==> config.mk <==
export PLATFORM = sky130hd
export DESIGN_NAME = buffer_level_rate_control
export DESIGN_NICKNAME = d
export VERILOG_FILES = /design/src/design/blrc_pkg.sv /design/src/design/blrc_history.sv /design/src/design/buffer_level_rate_control.sv
export VERILOG_INCLUDE_DIRS = /design/src /design/src/design
export SDC_FILE = /design/constraint.sdc
export NUM_CORES = 2
export LEC_CHECK = 0
export BUFFER_PORTS_ARGS = -buffer_cell sky130_fd_sc_hd__buf_2
export CAP_MARGIN = 5
export CORE_MARGIN = 2
export CORE_UTILIZATION = 55
export CTS_CLUSTER_DIAMETER = 200
export DETAILED_ROUTE_END_ITERATION = 8
export PLACE_DENSITY = 0.75
export REMOVE_ABC_BUFFERS = 1
export SLEW_MARGIN = 10
export SYNTH_ARGS = -nofsm -noshare
export SYNTH_HDL_FRONTEND = slang
export SYNTH_SLANG_ARGS = --single-unit
==> constraint.sdc <==
create_clock -name i_clk -period 10.95 [get_ports i_clk]
set_clock_uncertainty 0.2 [all_clocks]
set_input_delay 2.7375 -clock i_clk [delete_from_list [all_inputs] [get_ports i_clk]]
set_output_delay 2.7375 -clock i_clk [all_outputs]
set_load 0.005 [all_outputs]
==> src/design/assert_macros.svh <==
// Assertion macros used by buffer_level_rate_control.sv.
// Each macro expects i_clk and i_rst_n to be visible where it is used.
`ifndef ASSERT_MACROS_SVH
`define ASSERT_MACROS_SVH

// The expression holds at every clock edge outside reset.
`define ASSERT_ALWAYS(label, expr, msg) \
    label: assert property (@(posedge i_clk) disable iff (!i_rst_n) (expr)) \
        else $error(msg);

// The consequent holds at the same edge as the antecedent.
`define ASSERT_SAME(label, ante, cons, msg) \
    label: assert property (@(posedge i_clk) disable iff (!i_rst_n) \
        (ante) |-> (cons)) else $error(msg);

// The consequent holds at the edge after the antecedent.
`define ASSERT_NEXT(label, ante, cons, msg) \
    label: assert property (@(posedge i_clk) disable iff (!i_rst_n) \
        (ante) |=> (cons)) else $error(msg);

`endif

==> src/design/blrc_pkg.sv <==
`timescale 1ns / 1ps

package blrc_pkg;

    localparam int BUFFER_SIZE_DEF = 4096;
    localparam int HISTORY_DEPTH   = 32;
    localparam int HIST_W          = $clog2(HISTORY_DEPTH);

    localparam int LEVEL_W   = 12;
    localparam int FRAMES_W  = 12;
    localparam int OFFSET_W  = 13;
    localparam int SUM_W     = 18;
    localparam int SMAG_W    = SUM_W - 1;
    localparam int GAIN_W    = 48;
    localparam int RATIO_W   = 32;
    localparam int PROD_W    = GAIN_W + SMAG_W;
    localparam int FRAC_SHIFT = HIST_W + 10;
    localparam int QUOT_W    = PROD_W - FRAC_SHIFT;

    localparam int CFG_DATA_W = 64;
    localparam int CFG_ADDR_W = 5;

    localparam logic [1:0] REG_TARGET_LEVEL = 2'd0;
    localparam logic [1:0] REG_LOOP_GAIN    = 2'd1;
    localparam logic [1:0] REG_DRAIN_CHUNK  = 2'd2;

    localparam logic OP_ARRIVAL = 1'b0;
    localparam logic OP_DRAIN   = 1'b1;

    localparam logic [LEVEL_W-1:0] TARGET_RESET = 12'd2048;
    localparam logic [LEVEL_W-1:0] CHUNK_RESET  = 12'd256;
    localparam logic [GAIN_W-1:0]  GAIN_RESET   = 48'd10995116;

    localparam logic [RATIO_W-1:0] ONE_Q30        = 32'h4000_0000;
    localparam logic [RATIO_W-1:0] RATIO_HEADROOM = 32'hBFFF_FFFF;

endpackage

==> src/design/blrc_history.sv <==
`timescale 1ns / 1ps

module blrc_history (
    input  logic                                i_clk,
    input  logic                                i_rst_n,
    input  logic                                i_push,
    input  logic signed [blrc_pkg::OFFSET_W-1:0] i_offset,
    output logic signed [blrc_pkg::SUM_W-1:0]    o_sum_next
);

    logic signed [blrc_pkg::OFFSET_W-1:0] r_hist [blrc_pkg::HISTORY_DEPTH];
    logic        [blrc_pkg::HIST_W-1:0]   r_slot;
    logic signed [blrc_pkg::SUM_W-1:0]    r_sum;
    logic signed [blrc_pkg::OFFSET_W-1:0] oldest;

    assign oldest     = r_hist[r_slot];
    assign o_sum_next = r_sum + blrc_pkg::SUM_W'(i_offset) - blrc_pkg::SUM_W'(oldest);

    always_ff @(posedge i_clk) begin
        if (!i_rst_n) begin
            for (int i = 0; i < blrc_pkg::HISTORY_DEPTH; i++) begin
                r_hist[i] <= '0;
            end
            r_slot <= '0;
            r_sum  <= '0;
        end else if (i_push) begin
            r_hist[r_slot] <= i_offset;
            r_slot         <= r_slot + 1'b1;
            r_sum          <= o_sum_next;
        end
    end

endmodule

==> src/design/buffer_level_rate_control.sv <==
`timescale 1ns / 1ps
// Throughput: one item per cycle while the input is not stalled by a full pipeline.
// Four pipeline registers (input, state update, multiply, saturate); an output stall holds
// every full stage with no empty stage after it; with all full, the input stalls that cycle.
// Reset (synchronous, active low) restores the register reset values, sets the write
// pointer to the target and the read pointer to zero, and clears the offset history.

`include "assert_macros.svh"

module buffer_level_rate_control #(
    parameter int BUFFER_SIZE = blrc_pkg::BUFFER_SIZE_DEF
) (
    input  logic                                  i_clk,
    input  logic                                  i_rst_n,

    input  logic                                  i_in_valid,
    output logic                                  o_in_stall,
    input  logic                                  i_operation,
    input  logic [blrc_pkg::FRAMES_W-1:0]         i_generated_frames,

    output logic                                  o_out_valid,
    input  logic                                  i_out_stall,
    output logic [blrc_pkg::RATIO_W-1:0]          o_rate_ratio,
    output logic signed [blrc_pkg::OFFSET_W-1:0]  o_average_offset,
    output logic [blrc_pkg::LEVEL_W-1:0]          o_queued_samples,
    output logic                                  o_drained,
    output logic [blrc_pkg::LEVEL_W-1:0]          o_fill_level,

    input  logic                                  psel,
    input  logic                                  penable,
    input  logic                                  pwrite,
    input  logic [blrc_pkg::CFG_ADDR_W-1:0]       paddr,
    input  logic [blrc_pkg::CFG_DATA_W-1:0]       pwdata,
    output logic [blrc_pkg::CFG_DATA_W-1:0]       prdata,
    output logic                                  pready
);

    localparam int PW = $clog2(BUFFER_SIZE);
    localparam int XW = ((PW > 13) ? PW : 13) + 1;
    localparam logic [PW-1:0] PTR_MASK = '1;
    localparam logic [XW-1:0] WP_RESET_X = XW'(blrc_pkg::TARGET_RESET);
    localparam logic [blrc_pkg::SUM_W-1:0] AVG_BIAS =
        blrc_pkg::SUM_W'(blrc_pkg::HISTORY_DEPTH - 1);

    // Configuration registers and buffer pointers
    logic [blrc_pkg::LEVEL_W-1:0] r_target;
    logic [blrc_pkg::GAIN_W-1:0]  r_gain;
    logic [blrc_pkg::LEVEL_W-1:0] r_chunk;
    logic [PW-1:0]                r_wp;
    logic [PW-1:0]                r_rp;

    // Pipeline registers
    logic                         r_s0_valid;
    logic                         r_s0_op;
    logic [blrc_pkg::FRAMES_W-1:0] r_s0_frames;

    logic                         r_s1_valid;
    logic                         r_s1_op;
    logic signed [blrc_pkg::OFFSET_W-1:0] r_s1_avg;
    logic [blrc_pkg::LEVEL_W-1:0] r_s1_queued;
    logic                         r_s1_drained;
    logic [blrc_pkg::LEVEL_W-1:0] r_s1_fill;
    logic                         r_s1_sneg;
    logic [blrc_pkg::SMAG_W-1:0]  r_s1_smag;

    logic                         r_s2_valid;
    logic                         r_s2_op;
    logic signed [blrc_pkg::OFFSET_W-1:0] r_s2_avg;
    logic [blrc_pkg::LEVEL_W-1:0] r_s2_queued;
    logic                         r_s2_drained;
    logic [blrc_pkg::LEVEL_W-1:0] r_s2_fill;
    logic                         r_s2_neg;
    logic [blrc_pkg::PROD_W-1:0]  r_s2_prod;

    logic                         r_out_valid;
    logic [blrc_pkg::RATIO_W-1:0] r_out_ratio;
    logic signed [blrc_pkg::OFFSET_W-1:0] r_out_avg;
    logic [blrc_pkg::LEVEL_W-1:0] r_out_queued;
    logic                         r_out_drained;
    logic [blrc_pkg::LEVEL_W-1:0] r_out_fill;

    logic free_out, free_s2, free_s1, free_s0, adv_s1;
    logic cfg_wr;
    logic [1:0] cfg_idx;
    logic [XW-1:0] wtarget_x;

    assign cfg_wr    = psel && penable && pwrite && pready;
    assign cfg_idx   = paddr[blrc_pkg::CFG_ADDR_W-1:3];
    assign wtarget_x = XW'(pwdata[blrc_pkg::LEVEL_W-1:0]);
    assign pready    = 1'b1;

    always_comb begin
        case (cfg_idx)
            blrc_pkg::REG_TARGET_LEVEL: prdata = blrc_pkg::CFG_DATA_W'(r_target);
            blrc_pkg::REG_LOOP_GAIN:    prdata = blrc_pkg::CFG_DATA_W'(r_gain);
            blrc_pkg::REG_DRAIN_CHUNK:  prdata = blrc_pkg::CFG_DATA_W'(r_chunk);
            default:                    prdata = '0;
        endcase
    end

    // Stage advance chain; a stage loads when it is empty or its content moves on.
    assign free_out   = !r_out_valid || !i_out_stall;
    assign free_s2    = !r_s2_valid || free_out;
    assign free_s1    = !r_s1_valid || free_s2;
    assign free_s0    = !r_s0_valid || free_s1;
    assign adv_s1     = free_s1 && r_s0_valid;
    assign o_in_stall = !free_s0;

    // State update for the item in the input register
    logic [PW-1:0]   fill;
    logic [XW-1:0]   fill_x, target_x, room_x, want_x, queued_x, chunk_x, fill_after_x;
    logic signed [XW-1:0] off_raw, off_min;
    logic signed [blrc_pkg::OFFSET_W-1:0] offset;
    logic signed [blrc_pkg::SUM_W-1:0] sum_next, avg_biased;
    logic            sneg, can_drain, push;
    logic [blrc_pkg::SUM_W-1:0] sum_abs;

    assign fill     = r_wp - r_rp;
    assign fill_x   = XW'(fill);
    assign target_x = XW'(r_target);
    assign off_raw  = $signed(target_x) - $signed(fill_x);
    assign off_min  = -$signed(target_x);
    assign offset   = (off_raw < off_min) ? off_min[blrc_pkg::OFFSET_W-1:0]
                                          : off_raw[blrc_pkg::OFFSET_W-1:0];

    assign push = adv_s1 && (r_s0_op == blrc_pkg::OP_ARRIVAL);

    blrc_history u_history (
        .i_clk      (i_clk),
        .i_rst_n    (i_rst_n),
        .i_push     (push),
        .i_offset   (offset),
        .o_sum_next (sum_next)
    );

    assign sneg       = sum_next[blrc_pkg::SUM_W-1];
    assign sum_abs    = sneg ? -sum_next : sum_next;
    assign avg_biased = sum_next + (sneg ? $signed(AVG_BIAS) : '0);

    assign room_x    = XW'(PTR_MASK) - fill_x;
    assign want_x    = XW'({r_s0_frames, 1'b0});
    assign queued_x  = (room_x < want_x) ? room_x : want_x;
    assign chunk_x   = XW'(r_chunk);
    assign can_drain = (r_chunk != '0) && (fill_x >= chunk_x);

    always_comb begin
        if (r_s0_op == blrc_pkg::OP_ARRIVAL) begin
            fill_after_x = fill_x + queued_x;
        end else if (can_drain) begin
            fill_after_x = fill_x - chunk_x;
        end else begin
            fill_after_x = fill_x;
        end
    end

    always_ff @(posedge i_clk) begin
        if (!i_rst_n) begin
            r_target <= blrc_pkg::TARGET_RESET;
            r_gain   <= blrc_pkg::GAIN_RESET;
            r_chunk  <= blrc_pkg::CHUNK_RESET;
            r_wp     <= WP_RESET_X[PW-1:0];
            r_rp     <= '0;
        end else if (cfg_wr) begin
            case (cfg_idx)
                blrc_pkg::REG_TARGET_LEVEL: begin
                    r_target <= pwdata[blrc_pkg::LEVEL_W-1:0];
                    r_wp     <= wtarget_x[PW-1:0];
                    r_rp     <= '0;
                end
                blrc_pkg::REG_LOOP_GAIN:   r_gain  <= pwdata[blrc_pkg::GAIN_W-1:0];
                blrc_pkg::REG_DRAIN_CHUNK: r_chunk <= pwdata[blrc_pkg::LEVEL_W-1:0];
                default: ;
            endcase
        end else if (adv_s1) begin
            if (r_s0_op == blrc_pkg::OP_ARRIVAL) begin
                r_wp <= r_wp + queued_x[PW-1:0];
            end else if (can_drain) begin
                r_rp <= r_rp + chunk_x[PW-1:0];
            end
        end
    end

    // Multiply stage inputs
    logic                        gneg;
    logic [blrc_pkg::GAIN_W-1:0] gmag;

    assign gneg = r_gain[blrc_pkg::GAIN_W-1];
    assign gmag = gneg ? (~r_gain + 1'b1) : r_gain;

    // Saturation stage
    logic [blrc_pkg::QUOT_W-1:0]  quot;
    logic [blrc_pkg::RATIO_W-1:0] ratio;

    assign quot = r_s2_prod[blrc_pkg::PROD_W-1:blrc_pkg::FRAC_SHIFT];

    always_comb begin
        if (r_s2_op == blrc_pkg::OP_DRAIN) begin
            ratio = '0;
        end else if (r_s2_neg) begin
            ratio = (quot >= blrc_pkg::QUOT_W'(blrc_pkg::ONE_Q30)) ? '0 :
                    blrc_pkg::ONE_Q30 - quot[blrc_pkg::RATIO_W-1:0];
        end else begin
            ratio = (quot > blrc_pkg::QUOT_W'(blrc_pkg::RATIO_HEADROOM)) ? '1 :
                    blrc_pkg::ONE_Q30 + quot[blrc_pkg::RATIO_W-1:0];
        end
    end

    always_ff @(posedge i_clk) begin
        if (!i_rst_n) begin
            r_s0_valid  <= 1'b0;
            r_s1_valid  <= 1'b0;
            r_s2_valid  <= 1'b0;
            r_out_valid <= 1'b0;
        end else begin
            if (free_s0) begin
                r_s0_valid <= i_in_valid;
            end
            if (free_s1) begin
                r_s1_valid <= r_s0_valid;
            end
            if (free_s2) begin
                r_s2_valid <= r_s1_valid;
            end
            if (free_out) begin
                r_out_valid <= r_s2_valid;
            end
        end
    end

    always_ff @(posedge i_clk) begin
        if (free_s0) begin
            r_s0_op     <= i_operation;
            r_s0_frames <= i_generated_frames;
        end
        if (free_s1) begin
            r_s1_op      <= r_s0_op;
            r_s1_fill    <= fill_after_x[blrc_pkg::LEVEL_W-1:0];
            r_s1_sneg    <= sneg;
            r_s1_smag    <= sum_abs[blrc_pkg::SMAG_W-1:0];
            if (r_s0_op == blrc_pkg::OP_ARRIVAL) begin
                r_s1_avg     <= avg_biased[blrc_pkg::SUM_W-1:blrc_pkg::HIST_W];
                r_s1_queued  <= queued_x[blrc_pkg::LEVEL_W-1:0];
                r_s1_drained <= 1'b0;
            end else begin
                r_s1_avg     <= '0;
                r_s1_queued  <= '0;
                r_s1_drained <= can_drain;
            end
        end
        if (free_s2) begin
            r_s2_op      <= r_s1_op;
            r_s2_avg     <= r_s1_avg;
            r_s2_queued  <= r_s1_queued;
            r_s2_drained <= r_s1_drained;
            r_s2_fill    <= r_s1_fill;
            r_s2_neg     <= gneg ^ r_s1_sneg;
            r_s2_prod    <= blrc_pkg::PROD_W'(gmag) * blrc_pkg::PROD_W'(r_s1_smag);
        end
        if (free_out) begin
            r_out_ratio   <= ratio;
            r_out_avg     <= r_s2_avg;
            r_out_queued  <= r_s2_queued;
            r_out_drained <= r_s2_drained;
            r_out_fill    <= r_s2_fill;
        end
    end

    assign o_out_valid      = r_out_valid;
    assign o_rate_ratio     = r_out_ratio;
    assign o_average_offset = r_out_avg;
    assign o_queued_samples = r_out_queued;
    assign o_drained        = r_out_drained;
    assign o_fill_level     = r_out_fill;

    `ASSERT_SAME(a_stall_when_full, o_in_stall,
        r_s0_valid && r_s1_valid && r_s2_valid && r_out_valid,
        "Input stalled while the pipeline has an empty stage.")
    `ASSERT_SAME(a_drain_result_clean, o_out_valid && o_drained,
        o_rate_ratio == '0 && o_queued_samples == '0 && o_average_offset == '0,
        "Drain result carries arrival fields.")
    `ASSERT_NEXT(a_arrival_keeps_read,
        adv_s1 && r_s0_op == blrc_pkg::OP_ARRIVAL && !cfg_wr,
        r_rp == $past(r_rp), "Arrival moved the read pointer.")
    `ASSERT_NEXT(a_drain_keeps_write,
        adv_s1 && r_s0_op == blrc_pkg::OP_DRAIN && !cfg_wr,
        r_wp == $past(r_wp), "Drain moved the write pointer.")

endmodule
* Word level (Yosys, flattened, before mapping)
Memory sizes are Yosys's and may differ from the RTL's. A register that Yosys moved wholly into a read port is not among the register bits.
Index checks and enable logic that the tools add are counted.
** Cells by class
- Reduce and logical (&&, ||, !) cells :: 26
- Bitwise logic cells :: 3
- Add/subtract/negate cells :: 16
- Multiplexer cells :: 29
- $mul :: 1
- Equality and inequality tests :: 4
- Magnitude comparators :: 5
** Operator list (number)
- 12-bit 2-to-1 mux :: 12
- 48-bit case mux with 3 select lines :: 1
- 32-bit 2-to-1 mux :: 3
- 48-bit by 17-bit multiplier with 65-bit output :: 1
- 50-bit by 31-bit greater-or-equal comparator with 1-bit output, second input constant :: 1
- 50-bit by 32-bit > comparator with 1-bit output, second input constant :: 1
- 48-bit by 1-bit adder with 48-bit output, second input constant :: 1
- 48-bit 2-to-1 mux :: 1
- 48-bit NOT :: 1
- 12-bit adder :: 3
- 31-bit by 32-bit adder with 32-bit output, first input constant :: 1
- 31-bit by 32-bit subtractor with 32-bit output, first input constant :: 1
- 13-bit 2-to-1 mux :: 2
- 12-bit subtractor :: 2
- 5-bit 2-to-1 mux :: 4
- 18-bit by 13-bit adder with 18-bit output :: 1
- 18-bit by 5-bit adder with 18-bit output :: 1
- 18-bit by 13-bit subtractor with 18-bit output :: 1
- 17-bit 2-to-1 mux :: 1
- 17-bit negator :: 1
- 13-bit by 14-bit less-than comparator with 1-bit output :: 1
- 14-bit by 13-bit less-than comparator with 1-bit output :: 1
- 12-bit negator with 14-bit output :: 1
- 13-bit OR reduction :: 1
- other kinds (19) :: 40
** Word-level totals
- Input bits :: 89
- Bits in writable memories :: 416
- Output and inout bits :: 137
- Bits in registers :: 368
- Memories :: 1
- Logic and storage cells :: 117
** Memory list
- u_history.r_hist :: words 32, bits a word 13, read ports 1, clocked after memory_dff 1, wr ports 32, line blrc_history.sv:11 : logic signed [blrc_pkg::OFFSET_W-1:0] r_hist [blrc_pkg::HISTORY_DEPTH];

* Logic depth before layout (Yosys ltp)
- Depth in word-level cells :: 11
- Mapped depth :: 46
- Gate-level depth less buffers :: 43

* Cells and area by module
Synthesis repeated with hierarchy kept, for this count alone.
** Unflattened totals
- Cells, all modules :: 6229
- Area, all modules :: 64244.1 µm²
** Modules (own cells, without submodules)
- buffer_level_rate_control :: seq. area each 8908.5 µm², cells an instance 4731, area an instance 43165.1 µm², instances 1
- blrc_history :: seq. area each 13052.5 µm², cells an instance 1498, area an instance 21079.0 µm², instances 1

* Least setup slack after synthesis
No wires, ideal clock.
- Path type :: register -> register
- Start point :: register r_wp[0]
- End point :: register r_s1_avg[12] (netlist name), data pin
- Buffers on the path :: 2
- Data arrival time :: 10.057 ns
- Setup slack :: 0.420 ns
- Setup time :: 0.273 ns
- Stages on the path, launching flop included :: 45
- Clock period less this slack :: 10.530 ns
- Data required time :: 10.477 ns
- Path through :: dfxtp_1 inv_1 ha_1 inv_1 fa_1 inv_1 fa_1 a21o_1 a21o_1 a21oi_1 a21oi_1 o41ai_1 a31oi_1 maj3_1 maj3_1 maj3_1 a21oi_1 ha_1 (+9 left out) ha_1 a21o_1 a21oi_1 o21bai_1 a21oi_1 o21a_1 o21ai_0 o21ai_0 mux2i_1 nor2_1 clkbuf_1 inv_1 ha_1 a21oi_1 a2bb2oi_1 o211ai_1 o311ai_0 o41ai_1
** Between the ends
- Word-level cells in the longest chain between the ends :: 8
** Ends and longest elaborated chain
- start, declared :: line buffer_level_rate_control.sv:49 : logic [PW-1:0] r_wp;
- start signal, assigned :: line buffer_level_rate_control.sv:161 : r_wp <= WP_RESET_X[PW-1:0];
- start signal, assigned :: line buffer_level_rate_control.sv:167 : r_wp <= wtarget_x[PW-1:0];
- start signal, assigned :: line buffer_level_rate_control.sv:176 : r_wp <= r_wp + queued_x[PW-1:0];
- 12-bit subtractor (*) :: line buffer_level_rate_control.sv:118 : assign fill = r_wp - r_rp;
- 12-bit by 12-bit subtractor with 13-bit output (*) :: line buffer_level_rate_control.sv:121 : assign off_raw = $signed(target_x) - $signed(fill_x);
- 13-bit by 14-bit less-than comparator with 1-bit output :: line buffer_level_rate_control.sv:123 : assign offset = (off_raw < off_min) ? off_min[blrc_pkg::OFFSET_W-1:0]
- 13-bit 2-to-1 mux (*) :: line buffer_level_rate_control.sv:123
- via offset, one bit :: line buffer_level_rate_control.sv:113 : logic signed [blrc_pkg::OFFSET_W-1:0] offset;
- 18-bit by 13-bit adder with 18-bit output (*) :: line blrc_history.sv:17 : assign o_sum_next = r_sum + blrc_pkg::SUM_W'(i_offset) - blrc_pkg::SUM_W'(oldest);
- 18-bit by 13-bit subtractor with 18-bit output (*) :: line blrc_history.sv:17
- 5-bit 2-to-1 mux :: line buffer_level_rate_control.sv:138 : assign avg_biased = sum_next + (sneg ? $signed(AVG_BIAS) : '0);
- 18-bit by 5-bit adder with 18-bit output (*) :: line buffer_level_rate_control.sv:138
- end signal, assigned :: line buffer_level_rate_control.sv:241 : r_s1_avg <= avg_biased[blrc_pkg::SUM_W-1:blrc_pkg::HIST_W];
- end, declared :: line buffer_level_rate_control.sv:59 : logic signed [blrc_pkg::OFFSET_W-1:0] r_s1_avg;
Mark *: on every way through the listed nets, which the timed path passes. The rest lies on a longest branch.
A chain may end at the register's enable or synchronous reset.

* Worst setup path in the final report
- Start point :: register r_gain[2] (netlist name)
- End point :: register r_s2_prod[63] (netlist name), data pin
** Between the ends
- Word-level cells in the longest chain between the ends :: 4
** Ends and longest elaborated chain
- start, declared :: line buffer_level_rate_control.sv:47 : logic [blrc_pkg::GAIN_W-1:0] r_gain;
- start signal, assigned :: line buffer_level_rate_control.sv:159 : r_gain <= blrc_pkg::GAIN_RESET;
- start signal, assigned :: line buffer_level_rate_control.sv:170 : blrc_pkg::REG_LOOP_GAIN: r_gain <= pwdata[blrc_pkg::GAIN_W-1:0];
- 48-bit NOT :: line buffer_level_rate_control.sv:188 : assign gmag = gneg ? (~r_gain + 1'b1) : r_gain;
- 48-bit by 1-bit adder with 48-bit output :: line buffer_level_rate_control.sv:188
- 48-bit 2-to-1 mux (*) :: line buffer_level_rate_control.sv:188
- 48-bit by 17-bit multiplier with 65-bit output (*) :: line buffer_level_rate_control.sv:257 : r_s2_prod <= blrc_pkg::PROD_W'(gmag) * blrc_pkg::PROD_W'(r_s1_smag);
- end signal, assigned :: line buffer_level_rate_control.sv:257
- end, declared :: line buffer_level_rate_control.sv:73 : logic [blrc_pkg::PROD_W-1:0] r_s2_prod;
Mark *: on every way between the ends. The rest lies on a longest branch, timed or not.

==> results.py <==
metrics = {
    "global_route": {
        "grt_pass1_vias": 46600,
        "grt_max_degree": 71,
        "grt_use_total_pct": 29.0,
        "grt_pass1_wl_um": 260000,
        "grt.overflow.total": 0,
        "antenna_found_initial": 3,
    },
    "route": {
        "viasPerCell": 5.89,
        "vias": 45300,
        "wire_per_inst_um": 21.7,
        "drc": 0,
        "drt_pass1_iterations": 6,
        "antenna_left": 0,
        "drtIter0Drc": 4400,
        "routed_wl_um": 166000,
    },
    "place": {
        "placed_cells": 7531,
        "gp_congestion": 0.938,
        "io_buffers": 189,
        "dpl.hpwl_um": 120000,
    },
    "final_layout": {
        "nFillCells": 9027,
        "stdcell_count": 7686,
        "drive_gt1_share_pct": 10.2,
        "diodes": 0,
        "num-nets-final": 7154,
        "layout_commonest_cell": "nand2_1",
        "final_cell_mix": "987 x nand2_1, 811 x inv_1, 709 x fa_1",
        "area_delta_synth_final_pct": 8.29,
    },
    "logic_synthesis": {
        "yosysUniqueCellTypes": 91,
        "synth.avg_cell_area_um2": 10.3,
        "ys.flop_type": "edfxtp_1",
        "synth_edf_count": 646,
        "synthMuxAreaShare_pct": 5.52,
        "yosysSeqAreaShare_pct": 35.0,
        "synth_warnings": 0,
        "synthesis.area_mm2": 0.0627,
        "synthSimpleGateAreaFrac_pct": 14.6,
        "synth_fa_ha_area_share_pct": 27.5,
        "synth_compound_area_share_pct": 7.05,
        "synthCells": 6081,
        "synthArstFlopShare_pct": 0,
        "synthXorXnorAreaFrac_pct": 2.92,
        "synth_top_family_by_area": "adder cells",
        "synth-seq-cells": 774,
    },
    "timing": {
        "min_period_over_period_pct": 94.8,
        "min_period_ns": 10.38,
        "worst_pin_slew_ns": 1.29,
        "rsz0062_at_grt": "false",
        "setup_viol": 0,
        "final.setup.tns_ns": 0,
        "slew-limit-headroom_pct": 13.4,
        "slew_viol_final": 0,
        "hold_viol": 0,
        "fmax_mhz": 96.3,
    },
    "clocking": {
        "clockBufferDepth": 3,
        "clockRootBuffer": "clkbuf_16",
        "clk_latency_ns": 0.69,
        "cts.repair.resized": 0,
        "postCtsHoldBufs": 0,
        "cts.clk_slew.worst_paths_ns": 0.06,
        "post-cts-setup-buffers": 0,
        "cts-buffers-inserted": 83,
        "cts_tree": "built",
        "cts_sinks": 774,
        "htree_levels": 3,
    },
    "worst_setup_path": {
        "cp.arrival_ns": 10.57,
        "path_common_cell": "fa_1",
        "critPathBufInv": 5,
        "critPathTopFamily": "adder cells",
        "crit_fanout": 11,
        "slowest_stage": "fa_1",
        "required_ns": 11.14,
        "crit_path_max_incr_delay_ns": 0.58,
        "cp-end-kind": "register",
        "start_kind": "register",
        "path_class": "reg -> reg",
    },
    "floorplan": {
        "dieWidth_um": 342,
        "dieHeight_um": 342,
        "coreArea_mm2": 0.113,
        "ios": 226,
        "dieArea_mm2": 0.117,
        "num_rows": 123,
        "initial_core_util_pct": 55.6,
    },
    "job": {
        "drv_cap": 0,
    },
    "outcome": {
        "status": "complete, no violations",
    },
    "min_path": {
        "hp-class": "reg -> reg",
    },
}
-- final cells by class --
cell class / instances / area (um2) / area share, %
multi-input combinational: 4137 / 36500 / 53.7
sequential: 774 / 22000 / 32.3
inverter: 815 / 3060 / 4.51
clock buffer: 100 / 2150 / 3.17
tap: 1500 / 1880 / 2.76
timing repair buffer: 305 / 1830 / 2.70
clock inverter: 55 / 569 / 0.838
-- cell usage after synthesis, drive strengths merged, types with 51 or more instances --
library cell  number  area, um2
fa               710      14200
mux4             130       2930
dfxtp            128       2560
xnor2            155       1370
inv              814       3060
nand3             67        335
o21ai            137        686
buf               76        412
edfxtp           646      19400
nor2             526       1980
and2             265       1660
a21oi            265       1330
xor2              51        447
a21o              61        458
nand2            991       3730
ha               239       2990
clkbuf           295       1110
-- path summary, 6_finish.rpt --
check / startpoint / end / slack [ns] / depth (start not counted)
min: r_s1_fill[6] / r_s2_fill[6] / 0.22 / 0
max: r_gain[2] / r_s2_prod[63] / 0.57 / 31
max reg2reg: r_gain[2] / r_s2_prod[63] / 0.57 / 31
min reg2reg: r_s1_fill[6] / r_s2_fill[6] / 0.22 / 0
-- routing by layer --
layer  global-route usage, %  up-vias  routed length (um)
met3                    7.97      425               20000
li1                        -    19900                   -
met1                    37.5    22400               61900
met2                    46.3     2484               77000
met5                   0.449        -                 103
met4                    11.9        6                7480
-- cell families after synthesis --
logic type | count (synthesis)
multiplexers | 179
AO/OA/AOI/OAI | 705
adder cells (fa/ha/maj) | 956
other | 2
AND/OR/NAND/NOR | 2072
flip-flops | 774
XOR/XNOR | 207
buffers and inverters | 1186
-- through the flow --
step / utilization [%] / instance area, um2 / hold slack (ns) / setup WS (ns)
2_1_floorplan: - / 61300 / 0.200 / -1.30
3_3_place_gp: 57.8 / 65200 / 0.202 / 0.470
3_5_place_dp: 57.8 / 65200 / 0.205 / 0.362
4_1_cts: 60.2 / 67900 / 0.215 / 0.310
5_1_grt: 60.2 / 67900 / 0.221 / 0.00305
6_report: 60.2 / 67900 / 0.216 / 0.568
-- sequential cells by signal (all words and copies together), names as in the netlist, 12 cells and up, named ones only --
| signal | count |
|---|---|
| o_fill_level | 12 |
| u_history.r_hist | 416 |
| r_s1_avg | 13 |
| r_s1_fill | 12 |
| o_queued_samples | 12 |
| r_rp | 12 |
| r_target | 12 |
| u_history.r_sum | 18 |
| r_wp | 12 |
| o_rate_ratio | 32 |
| r_s2_avg | 13 |
| r_s1_smag | 17 |
| r_s1_queued | 12 |
| r_chunk | 12 |
| r_gain | 48 |
| r_s2_prod | 50 |
| r_s0_frames | 12 |
| r_s2_fill | 12 |
| o_average_offset | 13 |
| r_s2_queued | 12 |
Power is not shown: default switching activity piles up to over one toggle a cycle in this logic, so the estimate is an artifact.
